--- config.mk ---
export PLATFORM = sky130hd
export DESIGN_NAME = timestamp_digit_letter_slug
export DESIGN_NICKNAME = d
export VERILOG_FILES = /design/src/rtl/tdls_pkg.sv /design/src/rtl/timestamp_digit_letter_slug.sv /design/src/rtl/tdls_front.sv /design/src/rtl/tdls_fifo.sv /design/src/rtl/tdls_back.sv
export SDC_FILE = /design/constraint.sdc
export NUM_CORES = 1
export LEC_CHECK = 0
export BUFFER_PORTS_ARGS = -buffer_cell sky130_fd_sc_hd__buf_4
export CORE_MARGIN = 1.5
export CORE_UTILIZATION = 45
export DETAILED_ROUTE_END_ITERATION = 8
export PLACE_DENSITY = 0.62
export SLEW_MARGIN = 20
export SYNTH_ARGS = -nofsm -noshare
export SYNTH_HDL_FRONTEND = slang
export SYNTH_HIERARCHICAL = 1
export SYNTH_SLANG_ARGS = --single-unit
--- constraint.sdc ---
create_clock -name clk -period 29.5 [get_ports clk]
set_clock_uncertainty 0.05 [all_clocks]
set_input_delay 4.425 -clock clk [delete_from_list [all_inputs] [get_ports clk]]
set_output_delay 4.425 -clock clk [all_outputs]
set_load 0.01 [all_outputs]
--- src/rtl/tdls_pkg.sv ---
// ----------------------------------------------------------------------------
// tdls_pkg
// Shared types, constants and helper functions for the timestamp slug block.
// ----------------------------------------------------------------------------
package tdls_pkg;

  localparam int MaxDigits  = 19;
  localparam int BcdDigits  = 20;
  localparam int TsWidth    = 64;
  localparam int RndBytes   = 19;
  localparam int LenWidth   = 5;
  localparam int CharWidth  = 7;
  localparam int BitsPerCyc = 4;
  localparam int ConvCycles = TsWidth / BitsPerCyc;
  localparam int CntWidth   = $clog2(ConvCycles);

  localparam logic [LenWidth-1:0] LenReset = 5'd16;
  localparam logic [LenWidth-1:0] Len10    = 5'd10;
  localparam logic [LenWidth-1:0] Len13    = 5'd13;
  localparam logic [LenWidth-1:0] Len16    = 5'd16;
  localparam logic [LenWidth-1:0] Len19    = 5'd19;

  localparam logic [CharWidth-1:0] HyphenChar = 7'h2d;
  localparam logic [CharWidth-1:0] NullChar   = 7'h00;

  typedef enum logic [1:0] {
    ErrNone    = 2'd0,
    ErrLength  = 2'd1,
    ErrTooLong = 2'd2
  } err_t;

  typedef struct packed {
    logic [MaxDigits-1:0][3:0] digits;
    logic [RndBytes-1:0][7:0]  rnd;
    logic [LenWidth-1:0]       len;
    err_t                      err;
  } entry_t;

  localparam logic [7:0] LetterTab [10][6] = '{
    '{"q", "W", "e", "R", "t", "Y"},
    '{"Q", "w", "E", "r", "T", "y"},
    '{"u", "I", "o", "P", "a", 8'h00},
    '{"U", "i", "O", "p", "A", 8'h00},
    '{"s", "D", "f", "G", "h", 8'h00},
    '{"S", "d", "F", "g", "H", 8'h00},
    '{"j", "K", "l", "Z", "x", 8'h00},
    '{"J", "k", "L", "z", "X", 8'h00},
    '{"c", "V", "b", "N", "m", 8'h00},
    '{"C", "v", "B", "n", "M", 8'h00}
  };

  // r mod 5 via reciprocal multiply (exact for 8-bit r)
  function automatic logic [2:0] mod5(input logic [7:0] r);
    logic [17:0] p;
    logic [7:0]  q;
    logic [7:0]  m;
    p = {10'd0, r} * 18'd205;
    q = p[17:10];
    m = r - 8'(q * 8'd5);
    return m[2:0];
  endfunction

  // r mod 6 via reciprocal multiply (exact for 8-bit r)
  function automatic logic [2:0] mod6(input logic [7:0] r);
    logic [17:0] p;
    logic [7:0]  q;
    logic [7:0]  m;
    p = {10'd0, r} * 18'd171;
    q = p[17:10];
    m = r - 8'(q * 8'd6);
    return m[2:0];
  endfunction

  function automatic logic [CharWidth-1:0] slug_letter(input logic [3:0] d,
                                                       input logic [7:0] r);
    logic [2:0] pick;
    logic [7:0] ch;
    if (d < 4'd2) begin
      pick = mod6(r);
    end else begin
      pick = mod5(r);
    end
    ch = LetterTab[d][pick];
    return ch[CharWidth-1:0];
  endfunction

endpackage

--- src/rtl/timestamp_digit_letter_slug.sv ---
// Flow: the BCD front takes a new item only once its conversion is done; the
//   one-character result channel gives len+1 characters per item (11 to 20).
// Error items give one result and run at the front's pace.
// Reset: synchronous active-low; length register resets to 16, queue empties.
// ----------------------------------------------------------------------------
// timestamp_digit_letter_slug
// Top level: config register, conversion front, two-entry queue, back end.
// ----------------------------------------------------------------------------
module timestamp_digit_letter_slug (
  input  logic                           clk,
  input  logic                           rst_n,
  input  logic                           cfg_wr_en,
  input  logic [tdls_pkg::LenWidth-1:0]  cfg_wr_data,
  input  logic                           in_valid,
  output logic                           in_ready,
  input  logic [63:0]                    in_timestamp,
  input  logic [63:0]                    in_random_low,
  input  logic [63:0]                    in_random_mid,
  input  logic [23:0]                    in_random_high,
  output logic                           out_valid,
  input  logic                           out_ready,
  output logic [tdls_pkg::CharWidth-1:0] out_character,
  output logic                           out_last_char,
  output logic [1:0]                     out_error_code
);
  import tdls_pkg::*;

  logic [LenWidth-1:0] len_cfg_r;
  logic                push;
  logic                push_ready;
  entry_t              push_data;
  logic                q_valid;
  logic                q_pop;
  entry_t              q_data;

  always_ff @(posedge clk) begin
    if (!rst_n) begin
      len_cfg_r <= LenReset;
    end else if (cfg_wr_en) begin
      len_cfg_r <= cfg_wr_data;
    end
  end

  tdls_front u_front (
    .clk            (clk),
    .rst_n          (rst_n),
    .len_cfg        (len_cfg_r),
    .in_valid       (in_valid),
    .in_ready       (in_ready),
    .in_timestamp   (in_timestamp),
    .in_random_low  (in_random_low),
    .in_random_mid  (in_random_mid),
    .in_random_high (in_random_high),
    .push           (push),
    .push_data      (push_data),
    .push_ready     (push_ready)
  );

  tdls_fifo u_fifo (
    .clk      (clk),
    .rst_n    (rst_n),
    .wr_en    (push),
    .wr_data  (push_data),
    .wr_ready (push_ready),
    .rd_valid (q_valid),
    .rd_en    (q_pop),
    .rd_data  (q_data)
  );

  tdls_back u_back (
    .clk            (clk),
    .rst_n          (rst_n),
    .q_valid        (q_valid),
    .q_pop          (q_pop),
    .q_data         (q_data),
    .out_valid      (out_valid),
    .out_ready      (out_ready),
    .out_character  (out_character),
    .out_last_char  (out_last_char),
    .out_error_code (out_error_code)
  );

endmodule

--- src/rtl/tdls_front.sv ---
// ----------------------------------------------------------------------------
// tdls_front
// Accepts items, converts the timestamp to BCD four bits per cycle and
// classifies length and overflow errors before handing off to the queue.
// ----------------------------------------------------------------------------
module tdls_front (
  input  logic                          clk,
  input  logic                          rst_n,
  input  logic [tdls_pkg::LenWidth-1:0] len_cfg,
  input  logic                          in_valid,
  output logic                          in_ready,
  input  logic [63:0]                   in_timestamp,
  input  logic [63:0]                   in_random_low,
  input  logic [63:0]                   in_random_mid,
  input  logic [23:0]                   in_random_high,
  output logic                          push,
  output tdls_pkg::entry_t              push_data,
  input  logic                          push_ready
);
  import tdls_pkg::*;

  logic                          busy_r, busy_nxt;
  logic                          conv_done_r, conv_done_nxt;
  logic [CntWidth-1:0]           cnt_r, cnt_nxt;
  logic [TsWidth-1:0]            bin_r, bin_nxt;
  logic [BcdDigits-1:0][3:0]     bcd_r, bcd_nxt;
  logic [RndBytes-1:0][7:0]      rnd_r;
  logic [LenWidth-1:0]           len_r;
  logic                          accept;
  logic                          len_ok;
  logic                          too_long;

  assign in_ready = !busy_r || (conv_done_r && push_ready);
  assign accept   = in_valid && in_ready;
  assign push     = busy_r && conv_done_r && push_ready;

  always_comb begin
    logic [BcdDigits-1:0][3:0] b;
    logic [TsWidth-1:0]        v;
    b = bcd_r;
    v = bin_r;
    for (int s = 0; s < BitsPerCyc; s++) begin
      for (int k = 0; k < BcdDigits; k++) begin
        if (b[k] >= 4'd5) begin
          b[k] = b[k] + 4'd3;
        end
      end
      {b, v} = {b, v} << 1;
    end
    bcd_nxt = b;
    bin_nxt = v;
  end

  always_comb begin
    len_ok = (len_r == Len10) || (len_r == Len13) || (len_r == Len16) ||
             (len_r == Len19);
    too_long = 1'b0;
    for (int j = 0; j < BcdDigits; j++) begin
      if ((5'(j) >= len_r) && (bcd_r[j] != 4'd0)) begin
        too_long = 1'b1;
      end
    end
  end

  always_comb begin
    push_data.digits = bcd_r[MaxDigits-1:0];
    push_data.rnd    = rnd_r;
    push_data.len    = len_r;
    if (!len_ok) begin
      push_data.err = ErrLength;
    end else if (too_long) begin
      push_data.err = ErrTooLong;
    end else begin
      push_data.err = ErrNone;
    end
  end

  always_comb begin
    busy_nxt      = busy_r;
    conv_done_nxt = conv_done_r;
    cnt_nxt       = cnt_r;
    if (push) begin
      busy_nxt = 1'b0;
    end
    if (busy_r && !conv_done_r) begin
      cnt_nxt = cnt_r + 1'b1;
      if (cnt_r == CntWidth'(ConvCycles - 1)) begin
        conv_done_nxt = 1'b1;
      end
    end
    if (accept) begin
      busy_nxt      = 1'b1;
      conv_done_nxt = 1'b0;
      cnt_nxt       = '0;
    end
  end

  always_ff @(posedge clk) begin
    if (!rst_n) begin
      busy_r      <= 1'b0;
      conv_done_r <= 1'b0;
      cnt_r       <= '0;
    end else begin
      busy_r      <= busy_nxt;
      conv_done_r <= conv_done_nxt;
      cnt_r       <= cnt_nxt;
    end
  end

  always_ff @(posedge clk) begin
    if (accept) begin
      bin_r <= in_timestamp;
      bcd_r <= '0;
      rnd_r <= {in_random_high, in_random_mid, in_random_low};
      len_r <= len_cfg;
    end else if (busy_r && !conv_done_r) begin
      bin_r <= bin_nxt;
      bcd_r <= bcd_nxt;
    end
  end

endmodule

--- src/rtl/tdls_fifo.sv ---
// ----------------------------------------------------------------------------
// tdls_fifo
// Two-entry queue between the conversion front and the character back end.
// ----------------------------------------------------------------------------
module tdls_fifo (
  input  logic             clk,
  input  logic             rst_n,
  input  logic             wr_en,
  input  tdls_pkg::entry_t wr_data,
  output logic             wr_ready,
  output logic             rd_valid,
  input  logic             rd_en,
  output tdls_pkg::entry_t rd_data
);
  import tdls_pkg::*;

  entry_t     mem_r [2];
  logic       wr_ptr_r;
  logic       rd_ptr_r;
  logic [1:0] count_r;

  assign wr_ready = (count_r != 2'd2);
  assign rd_valid = (count_r != 2'd0);
  assign rd_data  = mem_r[rd_ptr_r];

  always_ff @(posedge clk) begin
    if (!rst_n) begin
      wr_ptr_r <= 1'b0;
      rd_ptr_r <= 1'b0;
      count_r  <= 2'd0;
    end else begin
      if (wr_en) begin
        wr_ptr_r <= !wr_ptr_r;
      end
      if (rd_en) begin
        rd_ptr_r <= !rd_ptr_r;
      end
      if (wr_en && !rd_en) begin
        count_r <= count_r + 2'd1;
      end else if (rd_en && !wr_en) begin
        count_r <= count_r - 2'd1;
      end
    end
  end

  always_ff @(posedge clk) begin
    if (wr_en) begin
      mem_r[wr_ptr_r] <= wr_data;
    end
  end

endmodule

--- src/rtl/tdls_back.sv ---
// ----------------------------------------------------------------------------
// tdls_back
// Walks one queued entry digit by digit, inserts the hyphen and drives the
// registered result channel; an error entry gives a single null character.
// ----------------------------------------------------------------------------
module tdls_back (
  input  logic                           clk,
  input  logic                           rst_n,
  input  logic                           q_valid,
  output logic                           q_pop,
  input  tdls_pkg::entry_t               q_data,
  output logic                           out_valid,
  input  logic                           out_ready,
  output logic [tdls_pkg::CharWidth-1:0] out_character,
  output logic                           out_last_char,
  output logic [1:0]                     out_error_code
);
  import tdls_pkg::*;

  entry_t                ent_r;
  logic                  active_r;
  logic [LenWidth-1:0]   idx_r;
  logic                  hy_done_r;
  logic                  out_valid_r;
  logic [CharWidth-1:0]  out_char_r;
  logic                  out_last_r;
  logic [1:0]            out_err_r;

  logic                  step;
  logic                  is_hy;
  logic                  is_last;
  logic                  finish;
  logic [LenWidth-1:0]   half;
  logic [LenWidth-1:0]   dpos;
  logic [CharWidth-1:0]  letter;

  assign half    = ent_r.len >> 1;
  assign dpos    = ent_r.len - 5'd1 - idx_r;
  assign letter  = slug_letter(ent_r.digits[dpos], ent_r.rnd[idx_r]);
  assign step    = active_r && (!out_valid_r || out_ready);
  assign is_hy   = (idx_r == half) && !hy_done_r;
  assign is_last = (idx_r == ent_r.len - 5'd1);
  assign finish  = step && ((ent_r.err != ErrNone) || (!is_hy && is_last));
  assign q_pop   = q_valid && (!active_r || finish);

  assign out_valid      = out_valid_r;
  assign out_character  = out_char_r;
  assign out_last_char  = out_last_r;
  assign out_error_code = out_err_r;

  always_ff @(posedge clk) begin
    if (!rst_n) begin
      active_r    <= 1'b0;
      out_valid_r <= 1'b0;
      idx_r       <= '0;
      hy_done_r   <= 1'b0;
    end else begin
      if (step) begin
        out_valid_r <= 1'b1;
      end else if (out_ready) begin
        out_valid_r <= 1'b0;
      end
      if (step && ent_r.err == ErrNone) begin
        if (is_hy) begin
          hy_done_r <= 1'b1;
        end else begin
          idx_r <= idx_r + 5'd1;
        end
      end
      if (finish) begin
        active_r <= 1'b0;
      end
      if (q_pop) begin
        active_r  <= 1'b1;
        idx_r     <= '0;
        hy_done_r <= 1'b0;
      end
    end
  end

  always_ff @(posedge clk) begin
    if (q_pop) begin
      ent_r <= q_data;
    end
    if (step) begin
      if (ent_r.err != ErrNone) begin
        out_char_r <= NullChar;
        out_last_r <= 1'b1;
        out_err_r  <= ent_r.err;
      end else if (is_hy) begin
        out_char_r <= HyphenChar;
        out_last_r <= 1'b0;
        out_err_r  <= ErrNone;
      end else begin
        out_char_r <= letter;
        out_last_r <= is_last;
        out_err_r  <= ErrNone;
      end
    end
  end

endmodule
==> results_dict.tcl <==
set metrics [dict create \
    result_of_the_run "finished clean" \
    max_clock_freq_mhz 122 \
    design.final.nets 4582 \
    area.growth.synth_to_final_pct 12.2 \
    drt-initial-drc-count 2020 \
    reg2reg_depth 29 \
    grt.overflow.total 0 \
    worst_path_max_delay_cell "sky130_fd_sc_hd__mux4_2" \
    dp_hpwl_mm 75.7 \
    ios 238 \
    number_of_routed_nets_with_antenna_violations 0 \
    synth_top_cell_area_share 0.539 \
    synth-async-reset-ratio 0 \
    drt-total-wl_mm 112 \
    synth_enable_flop_cells 936 \
    place.detailed.instances 5505 \
    synth_fa_ha_area_frac 0.0635 \
    synth_flop_cell "sky130_fd_sc_hd__edfxtp_1" \
    worst-slew-pin-transition_ns 1.34 \
    postSynthCellCount 3939 \
    die_area_sq_um 118000 \
    synth_cell_type_count 121 \
    row_count 124 \
    cts_hold_buffers 0 \
    cell_with_the_most_instances_on_the_worst_path "sky130_fd_sc_hd__xnor2_1" \
    clock_latency_on_the_worst_skew_pair_ns 0.70 \
    worst-endpoint-required_ns 29.90 \
    clockBufferDepth 3 \
    ys_ff_latch 1040 \
    hold_path_class "flip-flop to flip-flop" \
    num_vias 30800 \
    rsz0062_at_grt "no" \
    timing.max_slew.rel_slack 0.109 \
    dominant_cell_by_count_in_the_synthesized_netlist "sky130_fd_sc_hd__edfxtp_1" \
    yosys.area_share.simple 0.0930 \
    path_class "flip-flop to flip-flop" \
    grt_pass1_wl_mm 174 \
    yosys.area_share.xor_xnor 0.0179 \
    largest_family_of_logic_cells_by_synthesized_area "multiplexers" \
    clk_root_buffer_cell "sky130_fd_sc_hd__clkbuf_16" \
    setup-tns-final_ns 0 \
    drt-wirelength-per-cell_microns 19.6 \
    buffer_ports.inserted 237 \
    post_cts.repair.setup_buffers 0 \
    width_of_the_chip_microns 343 \
    synth_commonest_cells "sky130_fd_sc_hd__edfxtp_1, sky130_fd_sc_hd__nand2_1, sky130_fd_sc_hd__inv_1" \
    final_hold_viol_count 0 \
    synth-compound-area-share 0.0937 \
    cts.clk_slew.worst_paths_ns 0.06 \
    synthDominantAreaCellType "sky130_fd_sc_hd__edfxtp_1" \
    path_max_fanout 25 \
    cts_num_sinks 1040 \
    grt_max_degree 150 \
    clock_tree_from_tritoncts "yes" \
    post-route-period-util 0.278 \
    critical_path.top_delay_family "adder cells" \
    synthesis.nets 4415 \
    dr.pass1.iters 6 \
    floorplan.initialDensity 0.455 \
    cts_resized 0 \
    synth.yosys.seq_area_share 0.579 \
    setup.worst_path.end_class "flip-flop" \
    die-height_microns 343 \
    critical_path_arrival_ns 8.61 \
    drc 0 \
    mean_post_synth_cell_area_sq_um 13.2 \
    yosys-top-cells-area "sky130_fd_sc_hd__edfxtp_1, sky130_fd_sc_hd__ha_1, sky130_fd_sc_hd__mux2_4, sky130_fd_sc_hd__dfxtp_1, sky130_fd_sc_hd__nand2_1" \
    final_cells 5714 \
    grt_pass1_vias 30200 \
    ys.warnings.count 6 \
    grt_antenna_before_repair 2 \
    timing.max_cap.violations 0 \
    cp_num_buf_inv 6 \
    critical_path_depth 29 \
    post_synth_instance_area_sq_um 52100 \
    grt_overall_usage 0.189 \
    viasPerCell 5.40 \
    fraction_of_layout_instances_using_a_drive_strength_above_1 0.204 \
    finalSetupViolations 0 \
    slew_viol_final 0 \
    tritoncts.num_buffers 110 \
    fraction_of_synthesized_area_in_multiplexers 0.108 \
    layout_min_cycle_time_ns 8.21 \
    core_region_area_sq_um 115000 \
    gp_routability_congestion 0.847 \
    cts_max_level 3 \
    cp-start-kind "flip-flop" \
    holdPathStages 0 \
    critPathMaxStageDelay_ns 0.56 \
]
## layout make-up
class	count	area, sq um
Antenna cell	1	2.50
Clock buffer	129	2880
Clock inverter	78	871
Fill cell	9641	56200
Inverter	262	991
Multi-Input combinational cell	2428	19700
Sequential cell	1040	30200
Tap cell	1512	1890
Timing Repair Buffer	264	2010
## worst reg2reg max path: cells and delay by family (launching register included)
kind | cells | cell delay (ns)
xor gates and xnor gates | 7 | 1.27
muxes | 3 | 0.92
AOI/OAI and AO/OA | 5 | 0.98
DFF | 1 | 0.49
adders and majority gates | 6 | 2.64
buffers and inverters | 6 | 0.93
and+or+nand+nor | 2 | 0.69
## layout by cell type, fill, tap and decap left out, drive strengths merged, types with 19 or more instances in the layout
cell and n:
edfxtp 936, nand2 423, inv 266, buf 264, mux2 263, ha 226, nor2 164, o21ai 155
clkbuf 129, a21oi 118, dfxtp 104, mux2i 100, xnor2 75, nand2b 65, nand3 64, nor2b 60
clkinv 52, mux4 49, and2 47, a211oi 44, nor3 38, o31ai 38, o21a 35, a21o 29
a211o 28, o311ai 28, fa 24, o211ai 24, xor2 24, or3 22, nor3b 19, a31oi 19
## final timing paths
| path | from | to | slack [ns] |
|---|---|---|---|
| max | u_back/idx_r[0] | u_back/out_character[2] | 21.29 |
| min | u_front/push_data[128] | u_fifo/mem_r[1][128] | 0.39 |
| max reg2reg | u_back/idx_r[0] | u_back/out_character[2] | 21.29 |
| min reg2reg | u_front/push_data[128] | u_fifo/mem_r[1][128] | 0.39 |
## state kept, by name, indices dropped and copies added, names as in the netlist, 2 cells and up, named ones only
register / flops
u_front/bcd_r: 4
len_cfg_r: 5
u_back/ent_r: 235
u_front/push_data: 228
u_fifo/count_r: 2
u_back/idx_r: 5
u_front/cnt_r: 4
u_fifo/mem_r: 470
u_back/out_character: 7
u_back/out_error_code: 2
u_front/len_r: 5
u_front/bin_r: 64
## through the flow
stage                     area (sq um)   util  hold slack [ns]  worst slack, ns
final                            58500  0.510            0.391            21.29
after global routing             58500  0.510            0.406            20.82
after CTS                        58500  0.510            0.395            21.24
after detailed placement         54700  0.477            0.380            21.24
after global placement           54700  0.477            0.372            21.35
after floorplan                  52100      -            0.358            17.52
## cells by family after synthesis
logic type,after synthesis
AOI/OAI and AO/OA,668
xor gates and xnor gates,100
adders and majority gates,250
buffers and inverters,471
DFF,1040
muxes,412
and+or+nand+nor,998
## per-layer routing
layer	vias up	global-route usage	share of wire	wire (microns)
li1	14800	-	-	-
met1	15200	0.260	0.45	50700
met2	633	0.316	0.48	54100
met3	131	0.0293	0.046	5090
met4	0	0.0396	0.017	1940
met5	-	0	0	0
Power is left out: the tool's default activity adds up to more than one toggle a clock period on the data nets, which glitch-free logic cannot reach.
